<file path="src/rtl/core/gnorm_pkg.sv">
// Shared types, constants and table functions for the gated RMS norm block.
// No dependencies; imported by gnorm_rsqrt and gated_rms_norm_forward.
package gnorm_pkg;

    localparam int unsigned NEWTON_STEPS = 5;
    localparam logic [31:0] SEED_LO      = 32'd912680550;
    localparam logic [31:0] SEED_HI      = 32'd644245094;
    localparam logic [33:0] THREE_Q30    = 34'h0_C000_0000;
    localparam logic [33:0] TWO_Q30      = 34'h0_8000_0000;
    localparam logic [33:0] ONE_Q30      = 34'h0_4000_0000;
    localparam logic [33:0] FOUR_Q30     = 34'h1_0000_0000;
    localparam logic [5:0]  SHIFT_BASE   = 6'd45;

    // Reciprocal square root result and the final right shift it needs.
    typedef struct packed {
        logic [31:0] y;
        logic [5:0]  shift;
    } rsqrt_res_t;

    // Sigmoid of 0.0 .. 8.0 in steps of 0.5, unsigned Q0.16.
    function automatic logic [15:0] sig_tab(input logic [4:0] idx);
        logic [15:0] r;
        case (idx)
            5'd0:    r = 16'd32768;
            5'd1:    r = 16'd40793;
            5'd2:    r = 16'd47911;
            5'd3:    r = 16'd53581;
            5'd4:    r = 16'd57724;
            5'd5:    r = 16'd60565;
            5'd6:    r = 16'd62428;
            5'd7:    r = 16'd63615;
            5'd8:    r = 16'd64357;
            5'd9:    r = 16'd64816;
            5'd10:   r = 16'd65097;
            5'd11:   r = 16'd65269;
            5'd12:   r = 16'd65374;
            5'd13:   r = 16'd65438;
            5'd14:   r = 16'd65476;
            5'd15:   r = 16'd65500;
            default: r = 16'd65514;
        endcase
        return r;
    endfunction

    // Magnitude of a signed 16-bit value; the most negative value gives 32768.
    function automatic logic [15:0] mag16(input logic [15:0] v);
        logic [16:0] n;
        n = 17'd0 - {v[15], v};
        return v[15] ? n[15:0] : v;
    endfunction

endpackage

</file>
<file path="src/rtl/core/gnorm_rsqrt.sv">
// Mean square, epsilon add and reciprocal square root by Newton iteration.
// Depends on gnorm_pkg. One restoring divider and one shared 32x32 multiplier.
module gnorm_rsqrt #(
    parameter int NW = 7
) (
    input  logic                    clk,
    input  logic                    rst_n,
    input  logic                    start,
    input  logic [39:0]             sum,
    input  logic [NW-1:0]           n,
    input  logic [31:0]             epsilon,
    output logic                    done,
    output gnorm_pkg::rsqrt_res_t   res
);
    import gnorm_pkg::*;

    typedef enum logic [6:0] {
        RS_IDLE = 7'b0000001,
        RS_DIV  = 7'b0000010,
        RS_NORM = 7'b0000100,
        RS_SEED = 7'b0001000,
        RS_MT   = 7'b0010000,
        RS_MU   = 7'b0100000,
        RS_MY   = 7'b1000000
    } rs_state_t;

    rs_state_t       state_reg;
    logic [39:0]     dvd_reg;
    logic [NW:0]     rem_reg;
    logic [NW-1:0]   n_reg;
    logic [31:0]     eps_reg;
    logic [5:0]      bit_reg;
    logic [33:0]     m_reg;
    logic [5:0]      sh_reg;
    logic [31:0]     y_reg;
    logic [31:0]     t_reg;
    logic [31:0]     w_reg;
    logic [2:0]      step_reg;
    logic            done_reg;

    logic [NW:0]     rem_sh;
    logic            q_bit;
    logic [33:0]     v_sum;
    logic [31:0]     mul_a;
    logic [31:0]     mul_b;
    logic [63:0]     prod;
    logic [33:0]     u_val;

    always_comb
    begin
        rem_sh = {rem_reg[NW-1:0], dvd_reg[39]};
        q_bit  = (rem_sh >= {1'b0, n_reg});
        v_sum  = {1'b0, dvd_reg[32:0]} + {2'b00, eps_reg};
        mul_a  = y_reg;
        mul_b  = y_reg;
        case (state_reg)
            RS_MU:   begin mul_a = m_reg[31:0]; mul_b = t_reg; end
            RS_MY:   begin mul_a = y_reg;       mul_b = w_reg; end
            default: begin mul_a = y_reg;       mul_b = y_reg; end
        endcase
        prod  = {32'd0, mul_a} * {32'd0, mul_b};
        u_val = prod[63:30];
    end

    always_ff @(posedge clk or negedge rst_n)
    begin
        if (!rst_n)
        begin
            state_reg <= RS_IDLE;
            done_reg  <= 1'b0;
            bit_reg   <= '0;
            step_reg  <= '0;
        end
        else
        begin
            done_reg <= (state_reg == RS_MY) && (step_reg == 3'(NEWTON_STEPS - 1));
            unique case (state_reg)
                RS_IDLE:
                begin
                    if (start)
                    begin
                        dvd_reg   <= sum;
                        rem_reg   <= '0;
                        n_reg     <= n;
                        eps_reg   <= epsilon;
                        bit_reg   <= '0;
                        state_reg <= RS_DIV;
                    end
                end
                RS_DIV:
                begin
                    // One quotient bit per cycle, shifted in behind the dividend.
                    rem_reg <= q_bit ? rem_sh - {1'b0, n_reg} : rem_sh;
                    dvd_reg <= {dvd_reg[38:0], q_bit};
                    bit_reg <= bit_reg + 6'd1;
                    if (bit_reg == 6'd39)
                    begin
                        state_reg <= RS_NORM;
                    end
                end
                RS_NORM:
                begin
                    // First pass loads the sum; zero is treated as the smallest step.
                    if (bit_reg == 6'd40)
                    begin
                        m_reg   <= (v_sum == 34'd0) ? 34'd1 : v_sum;
                        sh_reg  <= SHIFT_BASE;
                        bit_reg <= '0;
                    end
                    else if (m_reg >= FOUR_Q30)
                    begin
                        m_reg     <= m_reg >> 2;
                        sh_reg    <= SHIFT_BASE + 6'd1;
                        state_reg <= RS_SEED;
                    end
                    else if (m_reg < ONE_Q30)
                    begin
                        m_reg  <= m_reg << 2;
                        sh_reg <= sh_reg - 6'd1;
                    end
                    else
                    begin
                        state_reg <= RS_SEED;
                    end
                end
                RS_SEED:
                begin
                    y_reg     <= (m_reg >= TWO_Q30) ? SEED_HI : SEED_LO;
                    step_reg  <= '0;
                    state_reg <= RS_MT;
                end
                RS_MT:
                begin
                    t_reg     <= prod[61:30];
                    state_reg <= RS_MU;
                end
                RS_MU:
                begin
                    w_reg     <= (u_val >= THREE_Q30) ? 32'd0 : 32'(THREE_Q30 - u_val);
                    state_reg <= RS_MY;
                end
                RS_MY:
                begin
                    y_reg    <= prod[62:31];
                    step_reg <= step_reg + 3'd1;
                    if (step_reg == 3'(NEWTON_STEPS - 1))
                    begin
                        state_reg <= RS_IDLE;
                    end
                    else
                    begin
                        state_reg <= RS_MT;
                    end
                end
                default: state_reg <= RS_IDLE;
            endcase
        end
    end

    assign done      = done_reg;
    assign res.y     = y_reg;
    assign res.shift = sh_reg;

    assert property (@(posedge clk) disable iff (!rst_n)
        done |-> state_reg == RS_IDLE)
        else $error("rsqrt done outside idle");
    assert property (@(posedge clk) disable iff (!rst_n)
        (state_reg == RS_SEED) |-> (m_reg >= ONE_Q30) && (m_reg < FOUR_Q30))
        else $error("rsqrt operand not normalized");
    assert property (@(posedge clk) disable iff (!rst_n)
        (state_reg == RS_DIV) |-> rem_reg < {1'b0, n_reg})
        else $error("divider remainder out of range");

endmodule

</file>
<file path="config.mk">
export PLATFORM = sky130hd
export DESIGN_NAME = gnorm_rsqrt
export DESIGN_NICKNAME = d
export VERILOG_FILES = /design/src/rtl/core/gnorm_pkg.sv /design/src/rtl/core/gnorm_rsqrt.sv
export SDC_FILE = /design/constraint.sdc
export NUM_CORES = 2
export LEC_CHECK = 0
export BUFFER_PORTS_ARGS = -buffer_cell sky130_fd_sc_hd__buf_2
export CAP_MARGIN = 40
export CORE_MARGIN = 8
export CORE_UTILIZATION = 40
export DETAILED_ROUTE_END_ITERATION = 10
export PLACE_DENSITY = 0.59
export REMOVE_ABC_BUFFERS = 1
export SYNTH_ARGS = -nofsm -noshare
export SYNTH_HDL_FRONTEND = slang
export SYNTH_SLANG_ARGS = --single-unit
</file>
<file path="constraint.sdc">
create_clock -name clk -period 14.05 [get_ports clk]
set_input_delay 2.1075 -clock clk [delete_from_list [all_inputs] [get_ports clk]]
set_output_delay 2.1075 -clock clk [all_outputs]
set_load 0.02 [all_outputs]
</file>
==> metrics.cfg <==
[status]
status = finished clean

[pwr]
total_power_uw = 2054
pwr_density_cell_nw_per_um2 = 40.94
ir_drop_mv = 0.1028
power_leakage_uw = 0.02445

[floorplan]
die_area_um2 = 125900
placementRows = 124
core_um2 = 114000
initial_utilization_pct = 40.25
pin_count = 121
die_y_um = 354.8
die_w_um = 354.8

[sta]
setup-tns-final_ns = 0
clock-skew-final_ns = 0.01514
slew_viol_final = 0
fin_crit_ns = 12.63
rsz0062_at_grt = false
hold_viol = 0
setup_violations = 0
max_freq_mhz = 79.15
max_slew.worst_pin.slew_ns = 1.001
period_share_pct = 89.92
slew-limit-headroom_pct = 33.24

[worst_hold_path]
hold_class = reg -> reg

[yosys]
synth-seq-cells = 239
syn-cell-area_um2 = 45900
yosysTopAreaCell = fa_1
yosysWarnings = 0
yosysUniqueCellTypes = 89
yosys.area.top_type_share_pct = 39.12
synth_flop_cell = edfxtp_1
synth_edf_count = 222
synth.area.top_cells = fa_1 (39%), edfxtp_1 (15%), ha_1 (8.3%), inv_1 (7.5%), nand2_1 (6.7%)
async_flop_share_pct = 7.113
ys_seq_area_share_pct = 15.45
synth.avg_cell_area_um2 = 8.934
syn_inst = 5138

[global_routing]
grt_usage_pct = 24.87
overflow = 0
grt_pass1_vias = 38768
antenna_found_initial = 7
grt_pass1_wl_um = 240200
grt_max_degree = 57

[cells_and_area]
regArea_um2 = 7093
fillers = 11173
multiInputGateArea_um2 = 34840
drive_gt1_share_pct = 7.849
layout_commonest_cell = inv_1
syn_to_final_growth_pct = 9.305
nets = 6460
layout_common_cells = inv_1 (920), fa_1 (897), nand2_1 (811), nor2_1 (713), ha_1 (305)
largest_reg_flops = 40

[run]
drv_cap = 0

[drt]
routed_via_density = 5.513
ant_nets = 0
dr.pass1.iters = 6
num_vias = 37017
dr.first_iter.drc_count = 3071
wirelength_um = 157700
drc = 0
routedWlPerCell_um = 23.49

[place]
numPortBuffers = 120
place_congestion = 1.043
hpwlAfterDp_um = 127800

[setup_path]
arrival_ns = 13.06
required_ns = 14.48
path_common_cell = fa_1
rrSetupSlack_ns = 1.42
crit_path_end_kind = flip-flop
critPathMaxStageDelay_ns = 0.76
crit_path_start_kind = flip-flop
crit_fanout = 27
crit_buf_inv = 6
path_class = reg -> reg
worst_path_dominant_cell_family = adder cells
cpMaxStageDelayCell = a221oi_4

[clocking]
cts_setup_buffers = 0
cts_root_buffer = clkbuf_16
h-tree-depth = 1
cts-buffers-inserted = 28
cts.sinks = 239
clkSlewWorstSetupHoldPaths_ns = 0.06
cts_tree = done
cts_resized = 0
clockBufferDepth = 3
clock_latency_ns = 0.56
ctsHoldBuffers = 0

## synth_stat cells (32+ instances only)
master / n
inv_1: 920
fa_1: 897
nand2_1: 815
nor2_1: 715
ha_1: 305
clkbuf_1: 229
edfxtp_1: 222
a21oi_1: 130
o21ai_0: 104
and3_1: 54
nor3_1: 50
a21o_1: 48
nand3_1: 43
nand4_1: 38
mux2i_1: 37
xnor2_1: 37
a31oi_1: 36
a221o_1: 32
a221oi_1: 32
## per-layer routing
metal | GRT usage, % | vias up | wire length [um]
li1 | - | 16221 | -
met5 | 0 | - | 0
met2 | 40.18 | 1493 | 71900
met4 | 11.10 | 0 | 9177
met3 | 4.439 | 327 | 12090
met1 | 32.69 | 18976 | 64530
## where the power goes
group	internal (uW)	leakage, uW	total [uW]	switching [uW]
clock	418	0.000444	716	298
combinational	180	0.0218	467	287
sequential	843	0.00217	872	28.2
total	1440	0.0244	2050	613
## layout make-up
class,count,share of cell area (%)
repair buffers,264,3.952
inverters,921,6.895
clock buffers,43,1.631
well taps,1512,3.770
multi-input cells,3722,69.44
diodes,4,0.01995
clock inverters,9,0.1546
flip-flops and latches,239,14.14
## logic make-up (layout without fill, tap and decap cells)
kind of cell	Yosys count	in the layout	synth area share [%]
AOI/OAI and AO/OA	541	541	7.984
xor gates and xnor gates	60	60	1.145
adders and majority gates	1202	1202	47.43
buffers and inverters	1177	1237	9.673
DFF	239	239	15.45
muxes	41	41	0.9049
other	0	4	0
and+or+nand+nor	1878	1878	17.41
## through the flow
step	instance area (um^2)	setup slack [ns]	instances	hold WS, ns	util (%)
floorplan	44920	1.106	4882	0.4516	-
global placement	48840	1.588	6635	0.4731	42.83
detailed placement	49270	1.684	6658	0.4822	43.21
CTS	50170	1.578	6710	0.4892	43.99
global route	50170	1.033	6710	0.5470	43.99
finish	50180	1.416	6714	0.4876	44.00
## worst paths after layout
check / startpoint / to / depth (start not counted)
worst min-delay path: bit_reg[5]$_DFFE_PN0P_ / bit_reg[5]$_DFFE_PN0P_ / 1
max in group asynchronous: rst_n / state_reg[2]$_DFFE_PN0P_ / 1
worst min register to register: bit_reg[5]$_DFFE_PN0P_ / bit_reg[5]$_DFFE_PN0P_ / 1
worst max-delay path: state_reg[3]$_DFFE_PN0P_ / w_reg[25]$_SDFFCE_PP0P_ / 32
worst max register to register: state_reg[3]$_DFFE_PN0P_ / w_reg[25]$_SDFFCE_PP0P_ / 32
min in group asynchronous: rst_n / done$_DFF_PN0_ / 1
## worst reg2reg max path: cells and delay by family (launching register included)
| kind | cells | cell delay, ns |
|---|---|---|
| xor+xnor | 1 | 0.57 |
| buf+inv | 6 | 1.00 |
| flops | 1 | 0.44 |
| compound gates | 7 | 2.61 |
| simple gates | 9 | 3.50 |
| fa+ha+maj | 9 | 4.40 |
Power figures use the tool's default switching activity.
